`src/ptla_pkg.sv`:
```
// Shared types and constants for the peer table learn-and-age unit.
// No dependencies.
`default_nettype none
package ptla_pkg;

    localparam logic [31:0] IDLE_LIMIT_RESET_MS = 32'd30 * 32'd1000;

    typedef enum logic [2:0] {
        STS_HIT        = 3'd0,
        STS_LEARNED    = 3'd1,
        STS_FULL       = 3'd2,
        STS_EVICTED    = 3'd3,
        STS_SWEEP_DONE = 3'd4
    } t_status;

    typedef enum logic [1:0] {
        S_IDLE,
        S_SCAN,
        S_DONE
    } t_state;

    typedef enum logic {
        OP_PACKET = 1'b0,
        OP_SWEEP  = 1'b1
    } t_op;

    typedef struct packed {
        logic [31:0] last_ms;
        logic [15:0] port;
        logic [31:0] ip;
    } t_entry;

    typedef struct packed {
        t_op         operation;
        logic [31:0] peer_ip;
        logic [15:0] peer_port;
        logic [31:0] now_ms;
    } t_item;

    typedef struct packed {
        t_status     status;
        logic [3:0]  entry_index;
        logic [31:0] entry_ip;
        logic [15:0] entry_port;
        logic        last_result;
    } t_result;

endpackage
`default_nettype wire

```
`src/ptla_mem.sv`:
```
// Entry store: one write port, one read port, registered read data.
// Depends on ptla_pkg for the entry layout.
`default_nettype none
module ptla_mem #(
    parameter int DEPTH = 16,
    parameter int AW    = 4
) (
    input  wire logic            i_clk,
    input  wire logic            i_wr_en,
    input  wire logic [AW-1:0]   i_wr_addr,
    input  ptla_pkg::t_entry     i_wr_data,
    input  wire logic [AW-1:0]   i_rd_addr,
    output ptla_pkg::t_entry     o_rd_data
);
    import ptla_pkg::*;

    t_entry r_mem [DEPTH];
    t_entry r_rd_data;

    always_ff @(posedge i_clk) begin
        if (i_wr_en) begin
            r_mem[i_wr_addr] <= i_wr_data;
        end
    end

    always_ff @(posedge i_clk) begin
        r_rd_data <= r_mem[i_rd_addr];
    end

    assign o_rd_data = r_rd_data;

endmodule
`default_nettype wire

```
`src/ptla_ctrl.sv`:
```
// Slot scanner: walks the entry store one slot per cycle for lookup/learn and aging
// unless a result waits on the output. Depends on ptla_pkg; drives ptla_mem ports.
`default_nettype none
module ptla_ctrl #(
    parameter int ENTRIES = 16,
    parameter int IW      = 4
) (
    input  wire logic            i_clk,
    input  wire logic            i_rst_n,
    input  wire logic            i_start,
    input  ptla_pkg::t_item      i_item,
    output logic                 o_idle,
    input  wire logic [31:0]     i_idle_limit,
    input  wire logic            i_out_free,
    output logic                 o_res_valid,
    output ptla_pkg::t_result    o_res,
    output logic                 o_wr_en,
    output logic [IW-1:0]        o_wr_addr,
    output ptla_pkg::t_entry     o_wr_data,
    output logic [IW-1:0]        o_rd_addr,
    input  ptla_pkg::t_entry     i_rd_data
);
    import ptla_pkg::*;

    localparam logic [IW-1:0] LAST_IDX = IW'(ENTRIES - 1);

    t_state             r_state, n_state;
    logic [IW-1:0]      r_idx, n_idx;
    logic               r_free_found, n_free_found;
    logic [IW-1:0]      r_free_idx, n_free_idx;
    logic [ENTRIES-1:0] r_valid, n_valid;
    t_item              r_item;

    logic               last;
    logic               hit;
    logic               evict;
    logic [31:0]        idle_ms;
    logic [3:0]         idx4;
    logic [3:0]         free4;
    logic [IW+3:0]      idx_ext;
    logic [IW+3:0]      free_ext;

    assign last     = (r_idx == LAST_IDX);
    assign hit      = r_valid[r_idx] && (i_rd_data.ip == r_item.peer_ip)
                      && (i_rd_data.port == r_item.peer_port);
    assign idle_ms  = r_item.now_ms - i_rd_data.last_ms;
    assign evict    = r_valid[r_idx] && (idle_ms > i_idle_limit);
    assign idx_ext  = (IW + 4)'(r_idx);
    assign idx4     = idx_ext[3:0];

    always_ff @(posedge i_clk) begin
        if (!i_rst_n) begin
            r_state      <= S_IDLE;
            r_idx        <= '0;
            r_free_found <= 1'b0;
            r_free_idx   <= '0;
            r_valid      <= '0;
        end else begin
            r_state      <= n_state;
            r_idx        <= n_idx;
            r_free_found <= n_free_found;
            r_free_idx   <= n_free_idx;
            r_valid      <= n_valid;
        end
    end

    always_ff @(posedge i_clk) begin
        if (i_start) begin
            r_item <= i_item;
        end
    end

    always_comb begin
        logic [IW-1:0] free_idx;
        logic          free_ok;
        free_idx     = r_free_found ? r_free_idx : r_idx;
        free_ok      = r_free_found || !r_valid[r_idx];
        free_ext     = (IW + 4)'(free_idx);
        free4        = free_ext[3:0];
        n_state      = r_state;
        n_idx        = r_idx;
        n_free_found = r_free_found;
        n_free_idx   = r_free_idx;
        n_valid      = r_valid;
        o_idle       = 1'b0;
        o_rd_addr    = r_idx;
        o_wr_en      = 1'b0;
        o_wr_addr    = r_idx;
        o_wr_data    = '{last_ms: r_item.now_ms, port: r_item.peer_port, ip: r_item.peer_ip};
        o_res_valid  = 1'b0;
        o_res        = '{status: STS_SWEEP_DONE, entry_index: 4'd0, entry_ip: 32'd0,
                         entry_port: 16'd0, last_result: 1'b1};
        unique case (r_state)
            S_IDLE: begin
                o_idle    = 1'b1;
                o_rd_addr = '0;
                if (i_start) begin
                    n_state      = S_SCAN;
                    n_idx        = '0;
                    n_free_found = 1'b0;
                end
            end
            S_SCAN: begin
                if (r_item.operation == OP_PACKET) begin
                    priority if (hit) begin
                        if (i_out_free) begin
                            o_wr_en     = 1'b1;
                            o_res_valid = 1'b1;
                            o_res       = '{status: STS_HIT, entry_index: idx4,
                                            entry_ip: r_item.peer_ip,
                                            entry_port: r_item.peer_port, last_result: 1'b1};
                            n_state     = S_IDLE;
                        end
                    end else if (last) begin
                        if (i_out_free) begin
                            o_res_valid = 1'b1;
                            n_state     = S_IDLE;
                            if (free_ok) begin
                                o_wr_en           = 1'b1;
                                o_wr_addr         = free_idx;
                                n_valid[free_idx] = 1'b1;
                                o_res = '{status: STS_LEARNED, entry_index: free4,
                                          entry_ip: r_item.peer_ip,
                                          entry_port: r_item.peer_port, last_result: 1'b1};
                            end else begin
                                o_res = '{status: STS_FULL, entry_index: 4'd0,
                                          entry_ip: r_item.peer_ip,
                                          entry_port: r_item.peer_port, last_result: 1'b1};
                            end
                        end
                    end else begin
                        if (!r_valid[r_idx] && !r_free_found) begin
                            n_free_found = 1'b1;
                            n_free_idx   = r_idx;
                        end
                        n_idx     = r_idx + IW'(1);
                        o_rd_addr = n_idx;
                    end
                end else begin
                    if (!evict || i_out_free) begin
                        if (evict) begin
                            o_res_valid    = 1'b1;
                            o_res          = '{status: STS_EVICTED, entry_index: idx4,
                                               entry_ip: i_rd_data.ip,
                                               entry_port: i_rd_data.port, last_result: 1'b0};
                            n_valid[r_idx] = 1'b0;
                        end
                        if (last) begin
                            n_state = S_DONE;
                        end else begin
                            n_idx     = r_idx + IW'(1);
                            o_rd_addr = n_idx;
                        end
                    end
                end
            end
            S_DONE: begin
                if (i_out_free) begin
                    o_res_valid = 1'b1;
                    n_state     = S_IDLE;
                end
            end
            default: begin
                n_state = S_IDLE;
            end
        endcase
    end

endmodule
`default_nettype wire

```
`src/peer_table_learn_and_age_unit.sv`:
```
// Top level of the peer table: stream ports, idle-limit register, result register.
// Depends on ptla_pkg, ptla_ctrl and ptla_mem.
//
//   channel  | signals                        | direction | transaction moves
//   ---------+--------------------------------+-----------+--------------------------
//   s_axis   | tvalid tready tdata tuser      | in        | one packet or sweep item
//   m_axis   | tvalid tready tdata tlast      | out       | one result
//   cfg      | i_cfg_valid o_cfg_ready data   | in        | idle_limit_ms write
//
// A packet item holds the unit from its accept cycle through a scan of the slots
// (a hit ends the scan early); a sweep holds it through a scan of every slot and
// the done state; both are held longer by output stalls, and both are set by the scan
// of one slot per cycle through the single read port of the entry store.
// Reset empties the table at once (per-slot valid flops) and loads 30000 ms.
// Hold the scan on a due result while the result register is full.
`default_nettype none
module peer_table_learn_and_age_unit #(
    parameter int TABLE_ENTRIES = 16
) (
    input  wire logic        i_clk,
    input  wire logic        i_rst_n,
    input  wire logic        s_axis_tvalid,
    output logic             s_axis_tready,
    input  wire logic [79:0] s_axis_tdata,   // peer_ip, peer_port, now_ms
    input  wire logic [0:0]  s_axis_tuser,   // operation
    output logic             m_axis_tvalid,
    input  wire logic        m_axis_tready,
    output logic [55:0]      m_axis_tdata,   // status, entry_index, entry_ip, entry_port, pad
    output logic             m_axis_tlast,
    input  wire logic        i_cfg_valid,
    output logic             o_cfg_ready,
    input  wire logic [31:0] i_cfg_data
);
    import ptla_pkg::*;

    localparam int IW = (TABLE_ENTRIES > 1) ? $clog2(TABLE_ENTRIES) : 1;

    logic          r_out_valid;
    t_result       r_out;
    logic [31:0]   r_idle_limit;

    t_item         item;
    logic          start;
    logic          idle;
    logic          out_free;
    logic          res_valid;
    t_result       res;
    logic          wr_en;
    logic [IW-1:0] wr_addr;
    t_entry        wr_data;
    logic [IW-1:0] rd_addr;
    t_entry        rd_data;

    assign item = '{operation: t_op'(s_axis_tuser[0]), peer_ip: s_axis_tdata[31:0],
                    peer_port: s_axis_tdata[47:32], now_ms: s_axis_tdata[79:48]};
    assign s_axis_tready = idle;
    assign start         = s_axis_tvalid && idle;
    assign out_free      = !r_out_valid || m_axis_tready;
    assign o_cfg_ready   = 1'b1;

    always_ff @(posedge i_clk) begin
        if (!i_rst_n) begin
            r_idle_limit <= IDLE_LIMIT_RESET_MS;
        end else if (i_cfg_valid) begin
            r_idle_limit <= i_cfg_data;
        end
    end

    always_ff @(posedge i_clk) begin
        if (!i_rst_n) begin
            r_out_valid <= 1'b0;
        end else if (out_free) begin
            r_out_valid <= res_valid;
        end
    end

    always_ff @(posedge i_clk) begin
        if (out_free && res_valid) begin
            r_out <= res;
        end
    end

    assign m_axis_tvalid = r_out_valid;
    assign m_axis_tdata  = {1'b0, r_out.entry_port, r_out.entry_ip, r_out.entry_index,
                            r_out.status};
    assign m_axis_tlast  = r_out.last_result;

    ptla_ctrl #(
        .ENTRIES (TABLE_ENTRIES),
        .IW      (IW)
    ) u_ctrl (
        .i_clk        (i_clk),
        .i_rst_n      (i_rst_n),
        .i_start      (start),
        .i_item       (item),
        .o_idle       (idle),
        .i_idle_limit (r_idle_limit),
        .i_out_free   (out_free),
        .o_res_valid  (res_valid),
        .o_res        (res),
        .o_wr_en      (wr_en),
        .o_wr_addr    (wr_addr),
        .o_wr_data    (wr_data),
        .o_rd_addr    (rd_addr),
        .i_rd_data    (rd_data)
    );

    ptla_mem #(
        .DEPTH (TABLE_ENTRIES),
        .AW    (IW)
    ) u_mem (
        .i_clk     (i_clk),
        .i_wr_en   (wr_en),
        .i_wr_addr (wr_addr),
        .i_wr_data (wr_data),
        .i_rd_addr (rd_addr),
        .o_rd_data (rd_data)
    );

endmodule
`default_nettype wire

```
`config.mk`:
```
export PLATFORM = sky130hd
export DESIGN_NAME = peer_table_learn_and_age_unit
export DESIGN_NICKNAME = d
export VERILOG_FILES = /design/src/ptla_pkg.sv /design/src/ptla_mem.sv /design/src/ptla_ctrl.sv /design/src/peer_table_learn_and_age_unit.sv
export SDC_FILE = /design/constraint.sdc
export NUM_CORES = 2
export LEC_CHECK = 0
export ABC_AREA = 1
export BUFFER_PORTS_ARGS = -buffer_cell sky130_fd_sc_hd__buf_4
export CORE_MARGIN = 4
export CORE_UTILIZATION = 25
export CTS_BUF_LIST = sky130_fd_sc_hd__clkbuf_4 sky130_fd_sc_hd__clkbuf_8
export CTS_CLUSTER_DIAMETER = 40
export DETAILED_ROUTE_END_ITERATION = 8
export SYNTH_ARGS = -nofsm -noshare
export SYNTH_HDL_FRONTEND = slang
export SYNTH_SLANG_ARGS = --single-unit
```
`constraint.sdc`:
```
create_clock -name i_clk -period 5.95 [get_ports i_clk]
set_input_delay 0.8925 -clock i_clk [delete_from_list [all_inputs] [get_ports i_clk]]
set_output_delay 0.8925 -clock i_clk [all_outputs]
set_load 0.05 [all_outputs]
```
==> metrics.md <==
| Metric | Value |
|---|---|
| Die W | `539.1 µm` |
| Final Hold Fails | `0` |
| Ys async rst share | `0%` |
| Syn_nets | `7106` |
| Clock slew at reported path FFs | `0.06 ns` |
| Initial core utilization | `25.17%` |
| Synthesized netlist cell count | `6916` |
| Pins Over Slew Limit | `0` |
| Post-route minimum period | `5.573 ns` |
| Hold Path Depth | `1` |
| Internal power | `24.21 mW` |
| Worst-Margin Slew | `1.499 ns` |
| Crit. End Element | `register` |
| First-pass GRT wire length | `322200 µm` |
| Drt total wl | `219100 µm` |
| Initial antenna violation count | `21` |
| Most common cell in the synthesized netlist | `inv_1` |
| Row cnt | `194` |
| DRC Markers | `0` |
| Buffers on Ports | `175` |
| R2r setup slk | `0.38 ns` |
| Largest net degree at the start of global routing | `221` |
| Yosys warnings | `0` |
| Crit Path Category | `register to register` |
| Flop pwr share | `34.6%` |
| Hold Path End | `u_ctrl.o_wr_data[0]` |
| Post-Layout Cell Count | `11.18k` |
| All-Layer GR Usage | `14.44%` |
| Synth top area share | `60.35%` |
| CTS Buf Count | `286` |
| Yosys top cell by area | `edfxtp_1` |
| Worst reg-to-reg path cell count | `28` |
| Via count | `52.15k` |
| DIE HEIGHT | `539.1 µm` |
| Leakage power | `34.89 nW` |
| Peak Freq | `179.4 MHz` |
| Gr ovfl total | `0` |
| Util after Layout | `30.05%` |
| Cell Area, Synth | `70510 µm²` |
| CP Launch Type | `register` |
| Combinational fraction of design power | `40.1%` |
| Switching pwr | `15.75 mW` |
| Final nets | `7436` |
| Fin crit share | `93.66%` |
| Share of cells above drive strength 1 | `12.45%` |
| Hold Crit Start | `s_axis_tdata[0]` |
| Max cap viols | `0` |
| Seq/Total Area, Yosys | `64.32%` |
| Clk sinks | `1557` |
| First-pass iteration count of the detailed router | `6` |
| Clock Latency Late Sink | `1.07 ns` |
| Remaining antenna violation count | `0` |
| Worst EP arrival | `6.48 ns` |
| Placed instance area | `77930 µm²` |
| Placed Cells | `10.62k` |
| Vias/cell | `4.664` |
| Vias in the first global route | `49.56k` |
| Avg Cell Area, Syn | `10.20 µm²` |
| Clk buf depth | `4` |
| HPWL after detailed placement | `127000 µm` |
| CP peak stage delay | `0.53 ns` |
| Initial detailed-routing violation count | `5750` |
| Avg WL per Cell | `19.59 µm` |
| Core Region | `280100 µm²` |
| Synth top cells by count | `1514 x inv_1, 1417 x edfxtp_1, 1161 x nand3_1, 1027 x nand2_1, 661 x nand4_1` |
| Switch share | `39.42%` |
| Pwr Density | `474.8 nW/µm²` |
| Finished Cell Area | `84170 µm²` |
| H-tree levels | `5` |
| RSZ-0062 raised after global routing | `false` |
| CTS tree | `built` |
| Final setup vio count | `0` |
| CP required | `6.86 ns` |
| Crit path max fanout | `33` |
| Clk_skew | `0.1163 ns` |
| EDFF count, synth | `1417` |
| Die area | `290600 µm²` |
| Ports | `178` |
| Outcome | `completed` |
| Root Driver | `clkbuf_8` |
| R2r startpoint | `u_ctrl.o_wr_data[52]` |
| GPL Wtd Cong | `0.8762` |
| #FFs+latches synth | `1557` |
| Max IR drop VDD | `383.6 µV` |
| P&R area growth vs syn | `19.38%` |
| Top cells by area, synth | `edfxtp_1 60%, nand3_1 8.2%, inv_1 8.1%, nand4_1 5.9%, nand2_1 5.5%` |
| Clock share of power | `25.3%` |
| Unique cell type count in the Yosys netlist | `42` |
| Normalized max-slew margin | `0.06443%` |
| Leading register cell type out of synthesis | `edfxtp_1` |
| RR Endpoint | `u_mem.o_rd_data[68]` |
| Slowest cell on crit path | `edfxtp_1` |
| Min-delay worst type | `input port to register` |
[layout by cell type (no fill, tap or decap), types with 14 or more instances in the layout]
cell           Yosys  layout
o32ai_1           42      42
clkbuf_8           0     297
nand3_1         1161    1158
xnor2_1           16      16
dfxtp_1          140     140
clkbuf_4           0      85
nand4_1          661     661
a21oi_1          107     105
xor2_1            23      23
o21ai_0           84      81
nor2_4             2      18
a31oi_1           14      14
nor2_1           123     106
buf_4             29     319
edfxtp_1        1417    1417
clkinv_2           0      29
inv_1           1514    1512
nand2_1         1027    1023
clkinv_1           0      37
dlygate4sd3_1      0      54
clkinvlp_4         0      16
ha_1              71      71
buf_12             0     110
[critical path: cells and delay by family, from the launching register on]
family / cells / cell delay [ns]
AO/OA/AOI/OAI: 11 / 2.27
adder cells (fa/ha/maj): 2 / 0.68
XOR/XNOR: 1 / 0.17
buffers and inverters: 2 / 0.42
AND/OR/NAND/NOR: 12 / 1.33
flip-flops: 1 / 0.53
[state kept, by name, indices dropped and copies added (netlist names), 2 cells and up]
register / count
u_ctrl.r_free_idx: 4
u_ctrl.r_state: 2
m_axis_tdata: 55
u_ctrl.idx4: 4
u_ctrl.r_valid: 16
r_idle_limit: 32
u_mem.o_rd_data: 80
u_ctrl.o_wr_data: 80
u_mem.r_mem: 1280
[cell families after synthesis]
kind of cell | after synthesis | share of synthesized area (%)
AOI/OAI and AO/OA | 293 | 2.500
and+or+nand+nor | 2990 | 20.40
xor gates and xnor gates | 39 | 0.4844
DFF | 1557 | 64.32
other | 2 | 0.01065
buffers and inverters | 1963 | 10.99
adders and majority gates | 72 | 1.288
[power by group through the flow]
stage / clock network (mW) / registers (mW) / logic [mW]
floorplan: 0 / 13.9 / 9.98
global placement: 0 / 14.0 / 15.5
detailed placement: 0 / 14.0 / 15.8
CTS: 10.3 / 13.8 / 15.9
global route: 10.8 / 13.9 / 17.6
finish: 10.1 / 13.8 / 16.0
[worst max path at each step]
stage	from	endpoint	slack, ns	cells after the start
2_1_floorplan	m_axis_tready	u_mem.r_mem[12][0]	0.06	11
3_3_place_gp	u_ctrl.o_wr_data[48]	m_axis_tdata[26]	-0.12	33
3_5_place_dp	u_ctrl.o_wr_data[48]	u_mem.o_rd_data[48]	0.03	35
4_1_cts	u_ctrl.o_wr_data[48]	u_mem.o_rd_data[71]	0.002	35
5_1_grt	u_ctrl.o_wr_data[48]	u_mem.o_rd_data[65]	0.02	36
6_report	u_ctrl.o_wr_data[52]	u_mem.o_rd_data[68]	0.38	28
[through the flow]
stage,power [mW],TNS (ns),setup WS [ns],hold WS [ns]
CTS,40.00,0,0.001872,0.00002187
global route,42.31,0,0.02055,0.04060
detailed placement,29.78,0,0.03024,0.4510
floorplan,23.87,0,0.05918,0.4292
global placement,29.56,-5.939,-0.1230,0.4459
finish,39.97,0,0.3770,0.09491
[layer usage]
layer	global-route usage, %	vias to the layer above	wire length [µm]
li1	-	24170	-
met1	19.52	25180	93090
met2	23.10	2343	101600
met3	2.442	447	16720
met4	5.571	10	7568
met5	0	-	61
[what timing repair did]
action / in CTS / in global routing
pin swaps: 0 / 1
resized for setup: 2 / 11
hold buffers: 54 / 0
cloned: 0 / 1
setup endpoints to repair: 13 / 155
endpoints found under the hold margin: 54 / 0
buffers inserted: 0 / 4
[cell type report]
type / count / area, µm²
antenna: 10 / 25.02
clock buffer: 382 / 4726
clock inverter: 106 / 848.3
fill: 28520 / 195900
inverter: 1519 / 5709
multi-input combinational: 3396 / 17630
sequential: 1557 / 45350
tap: 3724 / 4659
timing repair buffer: 486 / 5218
No activity file was read; power rests on OpenSTA's default activity.
